--- src/rtl/spas_pkg.sv ---
// ----------------------------------------------------------------------------
// spas_pkg: shared types and constants of the servo PID angle step block
// Field widths, register indexes and the control program of the sequencer.
// ----------------------------------------------------------------------------
package spas_pkg;

   // Field and datapath widths
   localparam int DT_W        = 16;
   localparam int ANGLE_W     = 8;
   localparam int GAIN_W      = 16;
   localparam int DRIVE_W     = 16;
   localparam int ERR_W       = 10;  // set point minus angle: -180..255
   localparam int SUM_W       = 11;  // error sum or difference
   localparam int DIFF_MAG_W  = 9;   // |error difference| <= 435
   localparam int DERIV_FRAC  = 8;
   localparam int DIV_W       = DIFF_MAG_W + DERIV_FRAC;
   localparam int DIV_CNT_W   = $clog2(DIV_W);
   localparam int DERIV_W     = DIV_W + 1;
   localparam int INTEG_W     = 40;
   localparam int INTEG_SPLIT = 24;
   localparam int MUL_A_W     = GAIN_W + 1;
   localparam int MUL_B_W     = INTEG_SPLIT + 1;
   localparam int PROD_W      = MUL_A_W + MUL_B_W;
   localparam int ACC_W       = 64;
   localparam int ANGLE_MAX   = 180;

   // Term alignment: every term carries gain fraction bits + 8
   localparam int SHIFT_P     = 8;
   localparam int SHIFT_ILO   = 7;
   localparam int SHIFT_IHI   = INTEG_SPLIT + SHIFT_ILO;
   localparam int SHIFT_D     = 0;

   localparam int GAIN_FRAC_BITS_DEF = 8;

   // Stream and register port widths
   localparam int REQ_TDATA_W = 24;
   localparam int RSP_TDATA_W = 32;
   localparam int CSR_INDEX_W = 2;
   localparam int CSR_DATA_W  = 16;

   typedef enum logic [CSR_INDEX_W-1:0] {
      CSR_SET_POINT = 2'd0,
      CSR_GAIN_P    = 2'd1,
      CSR_GAIN_I    = 2'd2,
      CSR_GAIN_D    = 2'd3
   } csr_index_type;

   // Sequencer program
   localparam int PC_W = 3;

   localparam logic [PC_W-1:0] STEP_LOAD   = 3'd0;
   localparam logic [PC_W-1:0] STEP_DIV    = 3'd1;
   localparam logic [PC_W-1:0] STEP_UPDATE = 3'd2;
   localparam logic [PC_W-1:0] STEP_ACC_P  = 3'd3;
   localparam logic [PC_W-1:0] STEP_ACC_IL = 3'd4;
   localparam logic [PC_W-1:0] STEP_ACC_IH = 3'd5;
   localparam logic [PC_W-1:0] STEP_ACC_D  = 3'd6;
   localparam logic [PC_W-1:0] STEP_FINISH = 3'd7;

   typedef enum logic [2:0] {
      OP_NOP,
      OP_LOAD,     // take an item, waits for one
      OP_DIV,      // one restoring divide step
      OP_UPDATE,   // derivative and integral update
      OP_FINISH    // drive, angle and result, waits for a free output
   } op_type;

   typedef enum logic [2:0] {
      MUL_NONE,
      MUL_IDT,     // error sum * dt
      MUL_P,       // gain_p * error
      MUL_ILO,     // gain_i * integral low part
      MUL_IHI,     // gain_i * integral high part
      MUL_D        // gain_d * derivative
   } mul_sel_type;

   typedef enum logic [2:0] {
      ACC_HOLD,
      ACC_CLEAR,
      ACC_ADD_P,
      ACC_ADD_ILO,
      ACC_ADD_IHI,
      ACC_ADD_D
   } acc_sel_type;

   typedef enum logic [1:0] {
      JC_NONE,
      JC_ALWAYS,
      JC_DIV_BUSY
   } jcond_type;

   typedef struct packed {
      op_type          op;
      mul_sel_type     mul;
      acc_sel_type     acc;
      jcond_type       jc;
      logic [PC_W-1:0] target;
   } ctrl_word_type;

   // Control store
   function automatic ctrl_word_type ucode_rom(input logic [PC_W-1:0] pc);
      ctrl_word_type w;
      w = '{op: OP_NOP, mul: MUL_NONE, acc: ACC_HOLD, jc: JC_NONE, target: STEP_LOAD};
      unique case (pc)
         STEP_LOAD:   w = '{OP_LOAD,   MUL_NONE, ACC_HOLD,    JC_NONE,     STEP_LOAD};
         STEP_DIV:    w = '{OP_DIV,    MUL_IDT,  ACC_HOLD,    JC_DIV_BUSY, STEP_DIV};
         STEP_UPDATE: w = '{OP_UPDATE, MUL_P,    ACC_CLEAR,   JC_NONE,     STEP_LOAD};
         STEP_ACC_P:  w = '{OP_NOP,    MUL_ILO,  ACC_ADD_P,   JC_NONE,     STEP_LOAD};
         STEP_ACC_IL: w = '{OP_NOP,    MUL_IHI,  ACC_ADD_ILO, JC_NONE,     STEP_LOAD};
         STEP_ACC_IH: w = '{OP_NOP,    MUL_D,    ACC_ADD_IHI, JC_NONE,     STEP_LOAD};
         STEP_ACC_D:  w = '{OP_NOP,    MUL_NONE, ACC_ADD_D,   JC_NONE,     STEP_LOAD};
         STEP_FINISH: w = '{OP_FINISH, MUL_NONE, ACC_HOLD,    JC_ALWAYS,   STEP_LOAD};
      endcase
      return w;
   endfunction

endpackage

--- src/rtl/servo_pid_angle_step_top.sv ---
// ----------------------------------------------------------------------------
// servo_pid_angle_step_top: PID servo angle controller, one tick per item
// An item runs through the load step, the 17-step restoring divider of the
// derivative, an update step, four product steps on the shared 17x25
// multiplier and the finish step; a new item is taken only after the finish
// step, and a stalled result holds the finish step.
// Reset (synchronous, active high) clears kept state and output valid, loads defaults.
// ----------------------------------------------------------------------------
module servo_pid_angle_step_top #(
   parameter int GAIN_FRAC_BITS = spas_pkg::GAIN_FRAC_BITS_DEF
) (
   input  logic                                  clock,
   input  logic                                  reset,
   // request: [15:0] elapsed_ms, [16] recalibrate
   input  logic                                  req_tvalid,
   output logic                                  req_tready,
   input  logic [spas_pkg::REQ_TDATA_W-1:0]      req_tdata,
   // response: [7:0] servo_angle, [23:8] drive, [24] turn_clockwise, [25] dt_zero
   output logic                                  rsp_tvalid,
   input  logic                                  rsp_tready,
   output logic [spas_pkg::RSP_TDATA_W-1:0]      rsp_tdata,
   // register writes
   input  logic                                  csr_we,
   input  logic [spas_pkg::CSR_INDEX_W-1:0]      csr_index,
   input  logic [spas_pkg::CSR_DATA_W-1:0]       csr_wdata
);
   import spas_pkg::*;

   localparam int SUM_SHIFT = GAIN_FRAC_BITS + 8;

   // Sequencer
   logic [PC_W-1:0]           pc_ff, pc_in;
   ctrl_word_type             ctrl;

   // Registers
   logic [ANGLE_W-1:0]        set_point_ff;
   logic signed [GAIN_W-1:0]  gain_p_ff, gain_i_ff, gain_d_ff;

   // Kept state
   logic [ANGLE_W-1:0]        angle_ff, angle_in;
   logic signed [ERR_W-1:0]   last_err_ff;
   logic signed [INTEG_W-1:0] integ_ff, integ_in;
   logic signed [DERIV_W-1:0] deriv_ff, deriv_in;

   // Item working registers
   logic [DT_W-1:0]           dt_ff;
   logic                      dtz_ff;
   logic signed [ERR_W-1:0]   err_ff;
   logic signed [SUM_W-1:0]   tsum_ff;
   logic                      dneg_ff;
   logic [DIV_W-1:0]          quo_ff, quo_in;
   logic [DT_W-1:0]           rem_ff, rem_in;
   logic [DIV_CNT_W-1:0]      div_cnt_ff;
   logic signed [PROD_W-1:0]  prod_ff;
   logic signed [ACC_W-1:0]   acc_ff, acc_in;

   // Output register
   logic                      rsp_tvalid_ff;
   logic [RSP_TDATA_W-1:0]    rsp_tdata_ff, rsp_tdata_in;

   logic                      req_accept;
   logic                      out_free;
   logic                      do_finish;

   // Load step: error and divide setup
   logic                      recal;
   logic [ANGLE_W-1:0]        angle_eff;
   logic signed [ERR_W-1:0]   err_new;
   logic signed [SUM_W-1:0]   diff_w, diff_mag, tsum_new;
   logic [DIV_W-1:0]          dividend;

   // Divide step
   logic [DT_W:0]             rem_shift;
   logic                      div_ge;
   logic [DT_W:0]             rem_sub;

   // Multiplier
   logic signed [MUL_A_W-1:0] mul_a;
   logic signed [MUL_B_W-1:0] mul_b;
   logic signed [PROD_W-1:0]  mul_prod;
   logic signed [ACC_W-1:0]   prod_ext;

   // Integral saturation
   logic signed [PROD_W-1:0]  integ_sum;

   // Finish step
   logic                      sum_neg;
   logic [ACC_W-1:0]          sum_mag, q_mag;
   logic                      q_big;
   logic signed [DRIVE_W-1:0] drive;
   logic signed [DRIVE_W:0]   angle_sum;

   assign ctrl       = ucode_rom(pc_ff);
   assign req_tready = (ctrl.op == OP_LOAD);
   assign req_accept = req_tvalid && req_tready;
   assign out_free   = !rsp_tvalid_ff || rsp_tready;
   assign do_finish  = (ctrl.op == OP_FINISH) && out_free;
   assign rsp_tvalid = rsp_tvalid_ff;
   assign rsp_tdata  = rsp_tdata_ff;

   // Next step: wait steps hold, otherwise jump or fall through
   always_comb begin
      pc_in = pc_ff + 1'b1;
      if ((ctrl.op == OP_LOAD && !req_tvalid) || (ctrl.op == OP_FINISH && !out_free)) begin
         pc_in = pc_ff;
      end else begin
         unique case (ctrl.jc)
            JC_NONE:     pc_in = pc_ff + 1'b1;
            JC_ALWAYS:   pc_in = ctrl.target;
            JC_DIV_BUSY: pc_in = (div_cnt_ff != '0) ? ctrl.target : pc_ff + 1'b1;
         endcase
      end
   end

   // Error terms of a new item
   always_comb begin
      recal     = req_tdata[DT_W];
      angle_eff = recal ? '0 : angle_ff;
      err_new   = signed'({2'b00, set_point_ff}) - signed'({2'b00, angle_eff});
      diff_w    = SUM_W'(err_new) - SUM_W'(last_err_ff);
      tsum_new  = SUM_W'(err_new) + SUM_W'(last_err_ff);
      diff_mag  = diff_w[SUM_W-1] ? -diff_w : diff_w;
      dividend  = {diff_mag[DIFF_MAG_W-1:0], {DERIV_FRAC{1'b0}}};
   end

   // Restoring divide step
   always_comb begin
      rem_shift = {rem_ff, quo_ff[DIV_W-1]};
      div_ge    = rem_shift >= {1'b0, dt_ff};
      rem_sub   = rem_shift - {1'b0, dt_ff};
      rem_in    = div_ge ? rem_sub[DT_W-1:0] : rem_shift[DT_W-1:0];
      quo_in    = {quo_ff[DIV_W-2:0], div_ge};
   end

   // Shared multiplier operand select
   always_comb begin
      mul_a = '0;
      mul_b = '0;
      unique case (ctrl.mul)
         MUL_NONE: begin
            mul_a = '0;
            mul_b = '0;
         end
         MUL_IDT: begin
            mul_a = signed'({1'b0, dt_ff});
            mul_b = MUL_B_W'(tsum_ff);
         end
         MUL_P: begin
            mul_a = MUL_A_W'(gain_p_ff);
            mul_b = MUL_B_W'(err_ff);
         end
         MUL_ILO: begin
            mul_a = MUL_A_W'(gain_i_ff);
            mul_b = signed'({1'b0, integ_ff[INTEG_SPLIT-1:0]});
         end
         MUL_IHI: begin
            mul_a = MUL_A_W'(gain_i_ff);
            mul_b = MUL_B_W'(signed'(integ_ff[INTEG_W-1:INTEG_SPLIT]));
         end
         MUL_D: begin
            mul_a = MUL_A_W'(gain_d_ff);
            mul_b = MUL_B_W'(deriv_ff);
         end
      endcase
   end

   assign mul_prod = mul_a * mul_b;
   assign prod_ext = ACC_W'(prod_ff);

   // Term accumulator
   always_comb begin
      acc_in = acc_ff;
      unique case (ctrl.acc)
         ACC_HOLD:    acc_in = acc_ff;
         ACC_CLEAR:   acc_in = '0;
         ACC_ADD_P:   acc_in = acc_ff + (prod_ext <<< SHIFT_P);
         ACC_ADD_ILO: acc_in = acc_ff + (prod_ext <<< SHIFT_ILO);
         ACC_ADD_IHI: acc_in = acc_ff + (prod_ext <<< SHIFT_IHI);
         ACC_ADD_D:   acc_in = acc_ff + (prod_ext <<< SHIFT_D);
      endcase
   end

   // Derivative and saturating integral
   always_comb begin
      deriv_in  = dneg_ff ? -signed'({1'b0, quo_ff}) : signed'({1'b0, quo_ff});
      integ_sum = PROD_W'(integ_ff) + prod_ff;
      if (integ_sum[PROD_W-1:INTEG_W-1] == '0 || integ_sum[PROD_W-1:INTEG_W-1] == '1) begin
         integ_in = integ_sum[INTEG_W-1:0];
      end else begin
         integ_in = integ_sum[PROD_W-1] ? {1'b1, {(INTEG_W-1){1'b0}}}
                                        : {1'b0, {(INTEG_W-1){1'b1}}};
      end
   end

   // Drive: truncate toward zero, saturate; new angle
   always_comb begin
      sum_neg = acc_ff[ACC_W-1];
      sum_mag = sum_neg ? unsigned'(-acc_ff) : unsigned'(acc_ff);
      q_mag   = sum_mag >> SUM_SHIFT;
      q_big   = |q_mag[ACC_W-1:DRIVE_W-1];
      if (sum_neg) begin
         drive = q_big ? {1'b1, {(DRIVE_W-1){1'b0}}} : -signed'(q_mag[DRIVE_W-1:0]);
      end else begin
         drive = q_big ? {1'b0, {(DRIVE_W-1){1'b1}}} : signed'(q_mag[DRIVE_W-1:0]);
      end
      angle_sum = signed'({{(DRIVE_W+1-ANGLE_W){1'b0}}, angle_ff}) + (DRIVE_W+1)'(drive);
      if (angle_sum < 0) begin
         angle_in = '0;
      end else if (angle_sum > ANGLE_MAX) begin
         angle_in = ANGLE_W'(ANGLE_MAX);
      end else begin
         angle_in = angle_sum[ANGLE_W-1:0];
      end
      rsp_tdata_in = RSP_TDATA_W'({dtz_ff, drive[DRIVE_W-1], drive, angle_in});
   end

   // Control, registers and kept state
   always_ff @(posedge clock) begin
      if (reset) begin
         pc_ff         <= STEP_LOAD;
         rsp_tvalid_ff <= 1'b0;
         set_point_ff  <= '0;
         gain_p_ff     <= 16'sd256;
         gain_i_ff     <= '0;
         gain_d_ff     <= '0;
         angle_ff      <= '0;
         last_err_ff   <= '0;
         integ_ff      <= '0;
         deriv_ff      <= '0;
         div_cnt_ff    <= '0;
      end else begin
         pc_ff <= pc_in;
         if (csr_we) begin
            unique case (csr_index_type'(csr_index))
               CSR_SET_POINT: set_point_ff <= csr_wdata[ANGLE_W-1:0];
               CSR_GAIN_P:    gain_p_ff    <= signed'(csr_wdata);
               CSR_GAIN_I:    gain_i_ff    <= signed'(csr_wdata);
               CSR_GAIN_D:    gain_d_ff    <= signed'(csr_wdata);
            endcase
         end
         if (req_accept) begin
            div_cnt_ff <= DIV_CNT_W'(DIV_W - 1);
            if (recal) begin
               angle_ff <= '0;
               deriv_ff <= '0;
            end
         end else if (ctrl.op == OP_DIV && div_cnt_ff != '0) begin
            div_cnt_ff <= div_cnt_ff - 1'b1;
         end
         if (ctrl.op == OP_UPDATE) begin
            integ_ff <= integ_in;
            if (!dtz_ff) begin
               deriv_ff <= deriv_in;
            end
         end
         if (do_finish) begin
            angle_ff      <= angle_in;
            last_err_ff   <= err_ff;
            rsp_tvalid_ff <= 1'b1;
         end else if (rsp_tready) begin
            rsp_tvalid_ff <= 1'b0;
         end
      end
   end

   // Datapath payload
   always_ff @(posedge clock) begin
      acc_ff <= acc_in;
      if (ctrl.mul != MUL_NONE) begin
         prod_ff <= mul_prod;
      end
      if (req_accept) begin
         dt_ff   <= req_tdata[DT_W-1:0];
         dtz_ff  <= (req_tdata[DT_W-1:0] == '0);
         err_ff  <= err_new;
         tsum_ff <= tsum_new;
         dneg_ff <= diff_w[SUM_W-1];
         quo_ff  <= dividend;
         rem_ff  <= '0;
      end else if (ctrl.op == OP_DIV) begin
         quo_ff <= quo_in;
         rem_ff <= rem_in;
      end
      if (do_finish) begin
         rsp_tdata_ff <= rsp_tdata_in;
      end
   end

   // Checks
   a_accept_to_div: assert property (@(posedge clock) disable iff (reset)
      req_accept |=> pc_ff == STEP_DIV)
      else $error("accepted item did not enter the divide loop");

   a_div_done: assert property (@(posedge clock) disable iff (reset)
      pc_ff == STEP_UPDATE |-> div_cnt_ff == '0)
      else $error("derivative update before the divide finished");

   a_angle_range: assert property (@(posedge clock) disable iff (reset)
      angle_ff <= ANGLE_W'(ANGLE_MAX))
      else $error("kept angle out of range");

   a_result_source: assert property (@(posedge clock) disable iff (reset)
      $rose(rsp_tvalid_ff) |-> $past(pc_ff) == STEP_FINISH)
      else $error("result raised outside the finish step");

   a_no_accept_busy: assert property (@(posedge clock) disable iff (reset)
      req_accept |=> !req_tready)
      else $error("second item taken while one is in work");

endmodule
--- config.mk ---
export PLATFORM = sky130hd
export DESIGN_NAME = servo_pid_angle_step_top
export DESIGN_NICKNAME = d
export VERILOG_FILES = /design/src/rtl/spas_pkg.sv /design/src/rtl/servo_pid_angle_step_top.sv
export SDC_FILE = /design/constraint.sdc
export NUM_CORES = 2
export LEC_CHECK = 0
export BUFFER_PORTS_ARGS = -buffer_cell sky130_fd_sc_hd__buf_2
export CAP_MARGIN = 5
export CORE_MARGIN = 4
export CORE_UTILIZATION = 50
export DETAILED_ROUTE_END_ITERATION = 10
export GPL_TIMING_DRIVEN = 0
export PLACE_DENSITY = 0.73
export RECOVER_POWER = 100
export REMOVE_ABC_BUFFERS = 1
export SETUP_SLACK_MARGIN = 0.15
export SLEW_MARGIN = 30
export SYNTH_ARGS = -nofsm -noshare
export SYNTH_HDL_FRONTEND = slang
export SYNTH_SLANG_ARGS = --single-unit
--- constraint.sdc ---
create_clock -name clock -period 11.8 [get_ports clock]
set_input_delay 1.77 -clock clock [delete_from_list [all_inputs] [get_ports clock]]
set_output_delay 1.77 -clock clock [all_outputs]
set_load 0.05 [all_outputs]
==> run summary <==
I/O pin count: 81
Worst-margin pin slew: 5.14 ns
Reg clk slew, reported paths: 0.06 ns
Gr ovfl total: 0
Skew final: 0.0270 ns
Vias per Instance: 6.20
Clock buffer depth: 3
Area delta synth->final: 7.49%
Die X-Extent: 308 µm
Adder-cell share of the synthesized area: 29.5%
Root Driver: clkbuf_16
CP Capture Type: flip-flop
Max-slew violations: 255
MaxCap Viol Count: 7
R2R Setup Slk: 0.80 ns
Synthesized area: 0.0451 mm²
CP Max Fanout: 24
EDFF count, synth: 177
Core footprint: 0.0889 mm²
Cts hold-fix bufs: 0
Final Util: 54.6%
Pwr dens: 296 mW/mm²
Leak pwr: 22.0 nW
Inserted Diodes: 0
Routed Antenna Nets: 0
Sum of negative setup slack: 0 ns
Hold Fails Final Rpt: 0
Initial DRT Pass Iterations: 6
Gpl congestion: 0.961
Synth Flop Type: edfxtp_1
Unrepaired setup endpoints after global routing: no
Most frequent cells in the layout: 578 x nand2_1, 575 x inv_1, 506 x nor2_1
Post-CTS Setup Inserts: 0
Post-synthesis mux area share: 1.41%
Status: finished with violations
Post-synthesis sequential element count: 351
Netlist cell types: 89
Detailed-route via count: 40,400
Worst VDD drop: 151 µV
Initial drt markers: 3,650
Period minus WS final: 11.00 ns
DP HPWL: 109,000 µm
Filler cell count: 8,148
CP Launch Type: flip-flop
Main combinational cell family by area after synthesis: adder cells
Leading area contributor after synthesis: fa_1
Hold crit path type: reg -> reg
Rows: 109
Sequential-to-total area share from yosys stat: 19.5%
Complex-gate fraction of the synthesized area: 20.4%
Fmax: 0.0909 GHz
Layout cells sized above 1: 5.30%
Failing checks: capacitance limit, slew limit
Final Cell Area: 0.0485 mm²
Starting density of the core: 50.8%
Arr. time, crit path: 11.35 ns
DRC: 0
CTS tree: yes
Mapped Cells: 5,345
Full die area: 0.0951 mm²
Hold slack final: 0.454 ns
Synth Area in XOR/XNOR: 5.92%
GRT Total Usage: 29.3%
Post-CTS sizing: 0
H-Tree Depth: 2
Largest net degree at the start of global routing: 104
Relative slew margins: -243%
TritonCTS Buffers: 41
Yosys Warn Count: 0
Final Cycle Share: 93.2%
Global-route wire length before repair: 221,000 µm
# nets final: 6,161
Finish-stage setup viols: 0
Initial antenna violation count: 0
Top post-synthesis cells by area: fa_1 19%, edfxtp_1 12%, ha_1 11%
Vias in the first global route: 39,700
Clock Latency Late Sink: 0.61 ns
Simple-Gate Fraction of Synth Area: 16.6%
Buffers on Ports: 67
Placed insts: 6,428
DR WL/cell: 21.6 µm
Post-synth ARST share: 0%
Clock sink count: 351
CP required: 12.16 ns
Crit Path Category: reg -> reg
DP Area: 0.0472 mm²
Syn Area/Cell: 8.44 µm²
Chip height: 308 µm
Most common cell after layout, fill and taps aside: nand2_1
Fin cells: 6,505
WL final: 141,000 µm
Yosys top cell area share: 18.9%
-- metrics by stage --
step	setup WS [ns]	power [mW]
final	0.803	14.4
after global routing	0.367	15.5
after CTS	0.789	14.2
after detailed placement	0.876	12.7
after global placement	-1.77	12.4
after floorplan	2.31	9.73
-- layer usage --
layer | GRT usage, % | vias to the layer above | share of wire [%]
li1 | - | 18500 | -
met1 | 39.7 | 19600 | 42
met2 | 47.1 | 1832 | 45
met3 | 4.51 | 350 | 9.0
met4 | 11.9 | 0 | 4.5
met5 | 0 | - | 0
-- logic make-up (layout without fill, tap and decap cells) --
family,after synthesis,in the layout
compound gates,1393,1393
xor+xnor,305,305
fa+ha+maj,807,807
buf+inv,795,785
flops,351,351
mux,61,61
other cells,1,6
simple gates,1632,1632
-- final timing paths --
check	from	to	depth (start not counted)
hold reg to reg	gain_p_ff[12]$_SDFFE_PP0P_	gain_p_ff[12]$_SDFFE_PP0P_	2
hold / removal	gain_p_ff[12]$_SDFFE_PP0P_	gain_p_ff[12]$_SDFFE_PP0P_	2
setup reg to reg	ctrl[10]$_SDFF_PN0_	prod_ff[40]$_DFFE_PP_	27
setup / recovery	ctrl[10]$_SDFF_PN0_	prod_ff[40]$_DFFE_PP_	27
-- flip-flops by register name, indices dropped and copies added (netlist names), 5 cells and up --
signal	count
angle_ff	8
deriv_ff	18
rsp_tdata	25
integ_ff	40
prod_ff	42
div_cnt_ff	5
dt_ff	16
ctrl	10
rem_ff	16
err_ff	9
tsum_ff	10
quo_ff	17
last_err_ff	9
gain_d_ff	16
set_point_ff	8
gain_i_ff	16
gain_p_ff	16
acc_ff	64
-- worst max-delay path, stage by stage (launching register included) --
cell and delay [ns]:
dfxtp_1 1.17, clkinv_1 0.76, nor2_1 1.08, buf_16 0.26
a31o_2 0.28, a21o_1 0.51, a21oi_1 0.38, nor2_1 0.24
fa_1 0.44, inv_1 0.08, fa_1 0.43, fa_1 0.52
inv_1 0.05, fa_1 0.48, fa_1 0.52, fa_1 0.50
ha_1 0.35, inv_1 0.14, o21bai_1 0.13, or3_1 0.31
nor3_1 0.40, o21a_1 0.24, o31ai_1 0.15, a211oi_1 0.37
nor3_1 0.16, o21ai_0 0.38, nor3_1 0.10, a211o_1 0.27
-- area by class of cell --
cell class	instances	area (µm²)	share of cell area [%]
clock buffer	52	1180	2.43
inverter	579	2170	4.48
timing repair buffer	130	925	1.91
multi-input combinational	4204	33700	69.4
tap	1165	1460	3.00
sequential	351	8800	18.1
clock inverter	24	307	0.632
-- cell usage after synthesis (38+ instances only) --
cell and number:
o21ai_0 240, a21oi_1 381, nand2b_1 58, dfxtp_1 174
o21bai_1 52, fa_1 426, nor2b_1 38, a21o_1 188
a31oi_1 41, mux2i_1 41, nor3_1 91, nand3_1 82
xor2_1 109, nand2_1 579, inv_1 577, nor2_1 511
xnor2_1 196, and3_1 45, a211oi_1 64, a22oi_1 56
clkbuf_1 186, ha_1 381, nand4_1 39, o22ai_1 44
o21a_1 40, edfxtp_1 177
-- power breakdown --
| part | leakage (nW) | switching [mW] | total (mW) | internal [mW] |
|---|---|---|---|---|
| sequential | 3.09 | 0.798 | 2.60 | 1.80 |
| combinational | 18.2 | 6.34 | 10.4 | 4.03 |
| clock | 0.728 | 0.590 | 1.40 | 0.810 |
Note: power is estimated with default switching activity, not from simulation.
